===== config.mk =====
export PLATFORM = sky130hd
export DESIGN_NAME = planar_dead_reckoning_integrator
export DESIGN_NICKNAME = d
export VERILOG_FILES = /design/src/sv/pdr_pkg.sv /design/src/sv/pdr_controller.sv /design/src/sv/pdr_datapath.sv /design/src/sv/planar_dead_reckoning_integrator.sv
export SDC_FILE = /design/constraint.sdc
export NUM_CORES = 2
export LEC_CHECK = 0
export BUFFER_PORTS_ARGS = -buffer_cell sky130_fd_sc_hd__buf_2
export CORE_MARGIN = 4
export CORE_UTILIZATION = 67
export DETAILED_ROUTE_END_ITERATION = 8
export PLACE_DENSITY = 0.85
export SLEW_MARGIN = 20
export SYNTH_ARGS = -nofsm -noshare
export SYNTH_HDL_FRONTEND = slang
export SYNTH_SLANG_ARGS = --single-unit
export TNS_END_PERCENT = 10

===== constraint.sdc =====
create_clock -name clock -period 24.2 [get_ports clock]
set_input_delay 1.21 -clock clock [delete_from_list [all_inputs] [get_ports clock]]
set_output_delay 1.21 -clock clock [all_outputs]
set_load 0.05 [all_outputs]

===== src/sv/pdr_pkg.sv =====
`timescale 1ns / 1ps
// Shared types, constants and the arctangent table for the planar
// dead-reckoning integrator. No dependencies.
package pdr_pkg;

   localparam int ROTATION_STEPS = 16;
   localparam int ANGLE_TABLE_LEN = 24;
   localparam int ROT_ITERS = (ROTATION_STEPS > ANGLE_TABLE_LEN) ?
                              ANGLE_TABLE_LEN : ROTATION_STEPS;
   localparam int STEP_W = $clog2(ANGLE_TABLE_LEN);

   localparam int LEN_W  = 33;
   localparam int PROD_W = 64;
   localparam int XY_W   = 34;
   localparam int Z_W    = 33;
   localparam int SUM_W  = 35;

   localparam logic [15:0] STEP_TIME_RESET = 16'd410;
   localparam logic signed [PROD_W-1:0] GAIN_Q30   = 64'sd652032874;
   localparam logic signed [PROD_W-1:0] ROUND_Q29  = 64'sd536870912;
   localparam logic signed [Z_W-1:0]    PI_Q29     = 33'sd1686629713;
   localparam logic signed [Z_W-1:0]    HALF_PI_Q29 = 33'sd843314857;

   typedef struct packed {
      logic signed [15:0] speed;
      logic signed [15:0] depth_in;
      logic signed [15:0] roll_in;
      logic signed [15:0] pitch_in;
      logic signed [15:0] heading_in;
   } req_type;

   typedef struct packed {
      logic signed [31:0] pos_x;
      logic signed [31:0] pos_y;
      logic signed [15:0] pos_z;
      logic signed [15:0] roll_out;
      logic signed [15:0] pitch_out;
      logic signed [15:0] heading_out;
   } rsp_type;

   typedef enum logic [2:0] {
      ST_IDLE,
      ST_LENGTH,
      ST_GAIN,
      ST_PREROT,
      ST_ROTATE,
      ST_COMMIT
   } state_type;

   typedef struct packed {
      logic              load;
      logic              mul_length;
      logic              mul_gain;
      logic              prerotate;
      logic              rotate;
      logic              commit;
      logic [STEP_W-1:0] step_idx;
   } cmd_type;

   function automatic logic signed [Z_W-1:0] atan_q29(input logic [STEP_W-1:0] idx);
      logic signed [Z_W-1:0] v;
      case (idx)
         5'd0:    v = 33'sd421657428;
         5'd1:    v = 33'sd248918915;
         5'd2:    v = 33'sd131521918;
         5'd3:    v = 33'sd66762579;
         5'd4:    v = 33'sd33510843;
         5'd5:    v = 33'sd16771758;
         5'd6:    v = 33'sd8387925;
         5'd7:    v = 33'sd4194219;
         5'd8:    v = 33'sd2097141;
         5'd9:    v = 33'sd1048575;
         5'd10:   v = 33'sd524288;
         5'd11:   v = 33'sd262144;
         5'd12:   v = 33'sd131072;
         5'd13:   v = 33'sd65536;
         5'd14:   v = 33'sd32768;
         5'd15:   v = 33'sd16384;
         5'd16:   v = 33'sd8192;
         5'd17:   v = 33'sd4096;
         5'd18:   v = 33'sd2048;
         5'd19:   v = 33'sd1024;
         5'd20:   v = 33'sd512;
         5'd21:   v = 33'sd256;
         5'd22:   v = 33'sd128;
         5'd23:   v = 33'sd64;
         default: v = '0;
      endcase
      return v;
   endfunction

endpackage


===== src/sv/pdr_controller.sv =====
`timescale 1ns / 1ps
// Sequencing state machine for the dead-reckoning integrator: issues datapath
// commands and owns the result valid flag. Depends on pdr_pkg.
module pdr_controller (
   input  logic              clock,
   input  logic              reset,
   input  logic              req_valid,
   output logic              req_stall,
   output logic              rsp_valid,
   input  logic              rsp_stall,
   output pdr_pkg::cmd_type  cmd
);
   import pdr_pkg::*;

   state_type         state_ff, state_in;
   logic [STEP_W-1:0] step_ff, step_in;
   logic              rsp_valid_ff, rsp_valid_in;
   logic              last_step;
   logic              out_free;

   assign last_step = (step_ff == STEP_W'(ROT_ITERS - 1));
   assign out_free  = !rsp_valid_ff || !rsp_stall;

   always_comb begin
      state_in = state_ff;
      unique case (state_ff)
         ST_IDLE:   if (req_valid) state_in = ST_LENGTH;
         ST_LENGTH: state_in = ST_GAIN;
         ST_GAIN:   state_in = ST_PREROT;
         ST_PREROT: state_in = ST_ROTATE;
         ST_ROTATE: if (last_step) state_in = ST_COMMIT;
         ST_COMMIT: if (out_free) state_in = ST_IDLE;
         default:   state_in = ST_IDLE;
      endcase
   end

   always_comb begin
      cmd          = '0;
      cmd.step_idx = step_ff;
      req_stall    = 1'b1;
      step_in      = step_ff;
      unique case (state_ff)
         ST_IDLE: begin
            req_stall = 1'b0;
            cmd.load  = req_valid;
         end
         ST_LENGTH: cmd.mul_length = 1'b1;
         ST_GAIN:   cmd.mul_gain = 1'b1;
         ST_PREROT: begin
            cmd.prerotate = 1'b1;
            step_in       = '0;
         end
         ST_ROTATE: begin
            cmd.rotate = 1'b1;
            step_in    = step_ff + 1'b1;
         end
         ST_COMMIT: cmd.commit = out_free;
         default:   req_stall = 1'b1;
      endcase
      if (cmd.commit) begin
         rsp_valid_in = 1'b1;
      end else begin
         rsp_valid_in = rsp_valid_ff && rsp_stall;
      end
   end

   always_ff @(posedge clock) begin
      if (reset) begin
         state_ff     <= ST_IDLE;
         step_ff      <= '0;
         rsp_valid_ff <= 1'b0;
      end else begin
         state_ff     <= state_in;
         step_ff      <= step_in;
         rsp_valid_ff <= rsp_valid_in;
      end
   end

   assign rsp_valid = rsp_valid_ff;

endmodule


===== src/sv/pdr_datapath.sv =====
`timescale 1ns / 1ps
// Datapath of the dead-reckoning integrator: step length multiply, gain
// scaling, iterative rotation, saturating position update. Depends on pdr_pkg.
module pdr_datapath (
   input  logic              clock,
   input  logic              reset,
   input  pdr_pkg::cmd_type  cmd,
   input  logic              csr_wr_en,
   input  logic [15:0]       csr_wr_data,
   input  pdr_pkg::req_type  req_data,
   output pdr_pkg::rsp_type  rsp_data
);
   import pdr_pkg::*;

   logic [15:0]              step_time_ff;
   req_type                  sample_ff;
   logic signed [LEN_W-1:0]  len_ff, len_in;
   logic signed [PROD_W-1:0] prod_ff, prod_in;
   logic signed [XY_W-1:0]   x_ff, x_in, y_ff, y_in;
   logic signed [Z_W-1:0]    z_ff, z_in;
   logic signed [31:0]       pos_x_ff, pos_x_in, pos_y_ff, pos_y_in;
   rsp_type                  rsp_ff, rsp_in;

   logic signed [PROD_W-1:0] rounded;
   logic signed [XY_W-1:0]   scaled_len;
   logic signed [Z_W-1:0]    z_start;
   logic signed [XY_W-1:0]   x_shift, y_shift;
   logic signed [Z_W-1:0]    angle;
   logic signed [XY_W-1:0]   dx, dy;
   logic signed [SUM_W-1:0]  sum_x, sum_y;

   function automatic logic signed [31:0] sat32(input logic signed [SUM_W-1:0] s);
      logic signed [31:0] r;
      if (s > 35'sd2147483647) begin
         r = 32'sh7fffffff;
      end else if (s < -35'sd2147483648) begin
         r = 32'sh80000000;
      end else begin
         r = s[31:0];
      end
      return r;
   endfunction

   always_comb begin
      len_in  = sample_ff.speed * $signed({1'b0, step_time_ff});
      prod_in = len_ff * GAIN_Q30;

      rounded    = prod_ff + ROUND_Q29;
      scaled_len = rounded[PROD_W-1:30];
      z_start    = {sample_ff.heading_in[15], sample_ff.heading_in, 16'b0};

      x_shift = x_ff >>> cmd.step_idx;
      y_shift = y_ff >>> cmd.step_idx;
      angle   = atan_q29(cmd.step_idx);

      dx    = (x_ff + 34'sd8) >>> 4;
      dy    = (y_ff + 34'sd8) >>> 4;
      sum_x = SUM_W'(pos_x_ff) + SUM_W'(dx);
      sum_y = SUM_W'(pos_y_ff) + SUM_W'(dy);

      x_in = x_ff;
      y_in = y_ff;
      z_in = z_ff;
      if (cmd.prerotate) begin
         y_in = '0;
         if (z_start > HALF_PI_Q29) begin
            x_in = -scaled_len;
            z_in = z_start - PI_Q29;
         end else if (z_start < -HALF_PI_Q29) begin
            x_in = -scaled_len;
            z_in = z_start + PI_Q29;
         end else begin
            x_in = scaled_len;
            z_in = z_start;
         end
      end else if (cmd.rotate) begin
         if (!z_ff[Z_W-1]) begin
            x_in = x_ff - y_shift;
            y_in = y_ff + x_shift;
            z_in = z_ff - angle;
         end else begin
            x_in = x_ff + y_shift;
            y_in = y_ff - x_shift;
            z_in = z_ff + angle;
         end
      end

      pos_x_in = pos_x_ff;
      pos_y_in = pos_y_ff;
      rsp_in   = rsp_ff;
      if (cmd.commit) begin
         pos_x_in           = sat32(sum_x);
         pos_y_in           = sat32(sum_y);
         rsp_in.pos_x       = pos_x_in;
         rsp_in.pos_y       = pos_y_in;
         rsp_in.pos_z       = sample_ff.depth_in;
         rsp_in.roll_out    = sample_ff.roll_in;
         rsp_in.pitch_out   = sample_ff.pitch_in;
         rsp_in.heading_out = sample_ff.heading_in;
      end
   end

   always_ff @(posedge clock) begin
      if (reset) begin
         step_time_ff <= STEP_TIME_RESET;
         pos_x_ff     <= '0;
         pos_y_ff     <= '0;
      end else begin
         if (csr_wr_en) begin
            step_time_ff <= csr_wr_data;
         end
         pos_x_ff <= pos_x_in;
         pos_y_ff <= pos_y_in;
      end
   end

   always_ff @(posedge clock) begin
      if (cmd.load) begin
         sample_ff <= req_data;
      end
      if (cmd.mul_length) begin
         len_ff <= len_in;
      end
      if (cmd.mul_gain) begin
         prod_ff <= prod_in;
      end
      x_ff   <= x_in;
      y_ff   <= y_in;
      z_ff   <= z_in;
      rsp_ff <= rsp_in;
   end

   assign rsp_data = rsp_ff;

endmodule


===== src/sv/planar_dead_reckoning_integrator.sv =====
`timescale 1ns / 1ps
// Top level of the planar dead-reckoning integrator: joins the controller and
// the datapath. Depends on pdr_pkg, pdr_controller and pdr_datapath.
//
// Usage:
//   The req channel takes one sensor sample per transaction (speed, depth,
//   roll, pitch, heading). The rsp channel returns one transaction per
//   sample: the updated x and y position and the pass-through fields.
//   csr_wr_en with csr_wr_data writes the step time; write it only while the
//   block is idle.
//   Each accepted request passes through the length multiply, the gain
//   multiply, the pre-rotation, the rotation steps and the commit. The
//   result register is loaded at the commit, once that register is free.
//   A new sample is taken only after the previous one is committed; the
//   shared CORDIC stage runs one rotation step per cycle after the
//   two multiplies and the pre-rotation.
//   req_stall is low only while the engine is idle, including while a
//   finished result waits in the output register.
//   When rsp_stall holds a result, the next sample is processed up to the
//   position update, which waits until the pending result is taken.
//   Synchronous reset clears the position to zero, loads the default step
//   time and drops rsp_valid.
module planar_dead_reckoning_integrator (
   input  logic              clock,
   input  logic              reset,
   input  logic              req_valid,
   output logic              req_stall,
   input  pdr_pkg::req_type  req_data,
   output logic              rsp_valid,
   input  logic              rsp_stall,
   output pdr_pkg::rsp_type  rsp_data,
   input  logic              csr_wr_en,
   input  logic [15:0]       csr_wr_data
);
   import pdr_pkg::*;

   cmd_type cmd;

   pdr_controller u_controller (
      .clock     (clock),
      .reset     (reset),
      .req_valid (req_valid),
      .req_stall (req_stall),
      .rsp_valid (rsp_valid),
      .rsp_stall (rsp_stall),
      .cmd       (cmd)
   );

   pdr_datapath u_datapath (
      .clock       (clock),
      .reset       (reset),
      .cmd         (cmd),
      .csr_wr_en   (csr_wr_en),
      .csr_wr_data (csr_wr_data),
      .req_data    (req_data),
      .rsp_data    (rsp_data)
   );

endmodule


==> impl_results.md <==
- Initial antenna violation count: 4
- Clk Latency, worst-skew pair: 0.69 ns
- Pins Over Slew Limit: 0
- Root Buffer: clkbuf_16
- Gpl congestion: 1.01
- Ports: 231
- DRC violations left: 0
- Adder-cell share of the synthesized area: 34.0%
- First-pass GRT wire length: 294000 um
- Max Clk Rate: 0.114 GHz
- Post-synth top area cell: fa_1
- Wire per inst: 23.8 um
- Die area: 98500 um2
- Initial Util: 68.0%
- Multi-input logic area: 44400 um2
- Share of layout cells above drive strength 1: 8.50%
- Die Height: 314 um
- Mapped cell area: 62700 um2
- Met2 WL: 90700 um
- Yosys warnings: 0
- Hold buffer count at CTS: 0
- Syn_area_per_cell: 9.42 um2
- CP Capture Type: register
- Top-area cell type share of the netlist area: 20.2%
- Net Count, Synth: 8061
- WP data arrival: 9.18 ns
- Row Count: 111
- Area Overhead vs Synth: 6.23%
- Critical Path RT: 24.63 ns
- Fin area: 66600 um2
- Longest Clk Path Bufs: 3
- Reg area: 13400 um2
- H-Tree Depth: 2
- Async S/R FF share, synth: 0%
- Final period utilization: 36.2%
- RSZ-0062 raised after global routing: false
- Final nets: 8128
- Post-CTS Setup Repair Bufs: 0
- Worst Hold Class: reg2reg
- TNS Setup: 0 ns
- Total GRT Usage: 38.6%
- Status: finished clean
- Critical path launch point: u_datapath.len_ff[11]
- DR pass1 iterations: 6
- Max FO, Critical Path: 8
- Vias: 50.3k
- Final setup skew: 0.0446 ns
- Distinct cells, synth: 102
- Core ar.: 92200 um2
- Congestion Overflow GR: 0
- CTS tree: done
- Final Hold Fails: 0
- Main combinational cell family by area after synthesis: adder cells
- Max_cap viols: 0
- Post-synth EDFFs: 343
- Largest net degree at the start of global routing: 79
- Min cycle time layout: 8.75 ns
- Synth Area in Compound Gates: 12.7%
- Vias in the first global route: 50.8k
- XOR/XNOR Fraction of Synth Area: 7.20%
- DRT antenna net count: 0
- IO buf count: 230
- Routed vias/inst: 6.28
- Synth area leaders: fa_1, edfxtp_1, ha_1, inv_1, dfxtp_1
- Total CTS buffers: 58
- #FFs+latches synth: 495
- Highest Signal Layer: met5
- Hold path start: u_datapath.sample_ff[26]
- Predominant post-synthesis flop cell: edfxtp_1
- Max-slew headroom: 27.3%
- Crit Reg-Reg Startpoint: u_datapath.len_ff[11]
- Wl on met1: 71500 um
- Simple-gate share of the synthesized area: 12.0%
- DP HPWL: 151000 um
- Mux contribution to synthesized area: 4.93%
- Crit Path Class: reg2reg
- Crit path launch type: register
- Clock transition at path regs: 0.08 ns
- Post-Route WL: 191000 um
- DRT iter0 DRCs: 5016
- Post-synthesis sequential area ratio: 21.3%
- Post-Syn Instances: 6651
- Least-Margin Pin Slew: 1.09 ns
- Final core utilization: 72.2%
- Wire length on met3: 15900 um
- Final setup viols: 0
- Clock Sinks: 495
- Post-CTS resize count: 0
- Dpl cell area: 64600 um2
- Die X: 314 um
- Fill cells: 6841
==> placed cells by master, fill, tap and decap left out, types with 18 or more instances in the layout <==
| master | count |
|---|---|
| a21oi_1 | 344 |
| nand2b_1 | 62 |
| nor2_1 | 402 |
| buf_2 | 230 |
| xnor2_1 | 288 |
| a22o_1 | 18 |
| o22ai_1 | 23 |
| buf_4 | 40 |
| nor3_1 | 81 |
| fa_1 | 631 |
| or3_1 | 39 |
| o31ai_1 | 20 |
| mux4_2 | 87 |
| mux2i_1 | 68 |
| nor4_1 | 23 |
| o21bai_1 | 27 |
| nor2b_1 | 49 |
| nand3_1 | 100 |
| clkbuf_16 | 59 |
| a21o_1 | 164 |
| nand2_1 | 555 |
| ha_1 | 678 |
| a211o_1 | 18 |
| maj3_1 | 22 |
| o21ai_0 | 291 |
| a211oi_1 | 41 |
| edfxtp_1 | 343 |
| and2_1 | 114 |
| or2_2 | 25 |
| mux2_2 | 35 |
| a31oi_1 | 50 |
| dfxtp_1 | 148 |
| nand4_1 | 44 |
| xor2_1 | 225 |
| and3_1 | 44 |
| o211ai_1 | 30 |
| inv_1 | 1010 |
| o21a_1 | 39 |
==> state kept, by name, indices dropped and copies added, names as in the netlist <==
signal                   cells
u_datapath.rsp_data        128
u_datapath.sample_ff        80
u_datapath.prod_ff          35
u_datapath.x_ff             34
u_datapath.y_ff             34
u_datapath.len_ff           33
u_datapath.z_ff             33
u_datapath.pos_x_ff         32
u_datapath.pos_y_ff         32
u_datapath.angle            29
u_datapath.step_time_ff     16
u_controller.step_ff         5
u_controller.state_ff        3
u_controller.rsp_valid       1
==> routing by layer <==
metal	GRT usage, %	vias up
li1	-	22600
met1	48.7	24500
met2	64.2	2517
met3	6.22	608
met4	20.8	4
met5	0	-
==> through the flow <==
stage	instances	worst slack, ns	hold slack [ns]
global placement	7900	15.70	0.400
detailed placement	7900	15.52	0.405
global route	8011	14.93	0.423
floorplan	6651	16.39	0.400
finish	8012	15.45	0.417
CTS	8009	15.48	0.419
==> worst max-delay path, cell delays in order, from the launching register on <==
cell       delay [ns]
edfxtp_1         0.55
ha_1             0.51
xnor2_1          0.38
inv_1            0.09
ha_1             0.19
a21oi_1          0.31
fa_1             0.47
inv_1            0.08
fa_1             0.47
fa_1             0.58
fa_1             0.47
fa_1             0.56
inv_1            0.07
fa_1             0.50
inv_1            0.05
ha_1             0.35
and3_1           0.20
nand4_1          0.23
and4b_1          0.32
o2bb2ai_1        0.14
o311ai_1         0.18
a2111oi_1        0.84
o41ai_2          0.22
o21ai_0          0.29
or2_1            0.20
a21oi_1          0.09
xnor2_1          0.13
==> layout make-up <==
class	count	share of cell area, %
clock inverter	36	0.541
sequential	495	20.1
antenna	2	0.00752
inverter	1016	5.74
timing repair buffer	271	2.22
multi-input combinational	4876	66.7
tap	1243	2.34
clock buffer	73	2.37
==> synth_stat cells, types with 25 or more instances <==
master,instances
ha_1,678
nand4_1,44
xor2_1,225
o21a_1,39
mux2_2,35
buf_2,27
o211ai_1,30
nor2b_1,49
dfxtp_1,152
and2_1,114
nor3_1,82
a211oi_1,41
or3_1,39
o21ai_0,291
nor2_1,407
and3_1,44
a31oi_1,50
edfxtp_1,343
a21oi_1,344
fa_1,631
nand3_1,100
nand2_1,555
nand2b_1,62
mux4_2,87
xnor2_1,288
a21o_1,164
mux2i_1,68
clkbuf_1,196
or2_2,25
inv_1,1013
o21bai_1,27
==> kinds of logic (layout without fill, tap and decap cells) <==
| logic type | Yosys count | count (layout) |
|---|---|---|
| xor+xnor | 514 | 514 |
| other cells | 0 | 2 |
| buf+inv | 1280 | 1396 |
| mux | 193 | 193 |
| simple gates | 1597 | 1597 |
| fa+ha+maj | 1331 | 1331 |
| flops | 495 | 495 |
| compound gates | 1241 | 1241 |
==> worst paths after layout <==
path	to	slack (ns)	depth (start not counted)
worst min register to register	u_datapath.rsp_data[26]	0.42	0
worst min-delay path	u_datapath.rsp_data[26]	0.42	0
worst max-delay path	u_datapath.prod_ff[59]	15.45	26
worst max register to register	u_datapath.prod_ff[59]	15.45	26
Power is left out: the tool's default activity adds up to more than one toggle a clock period on the data nets, which glitch-free logic cannot reach.
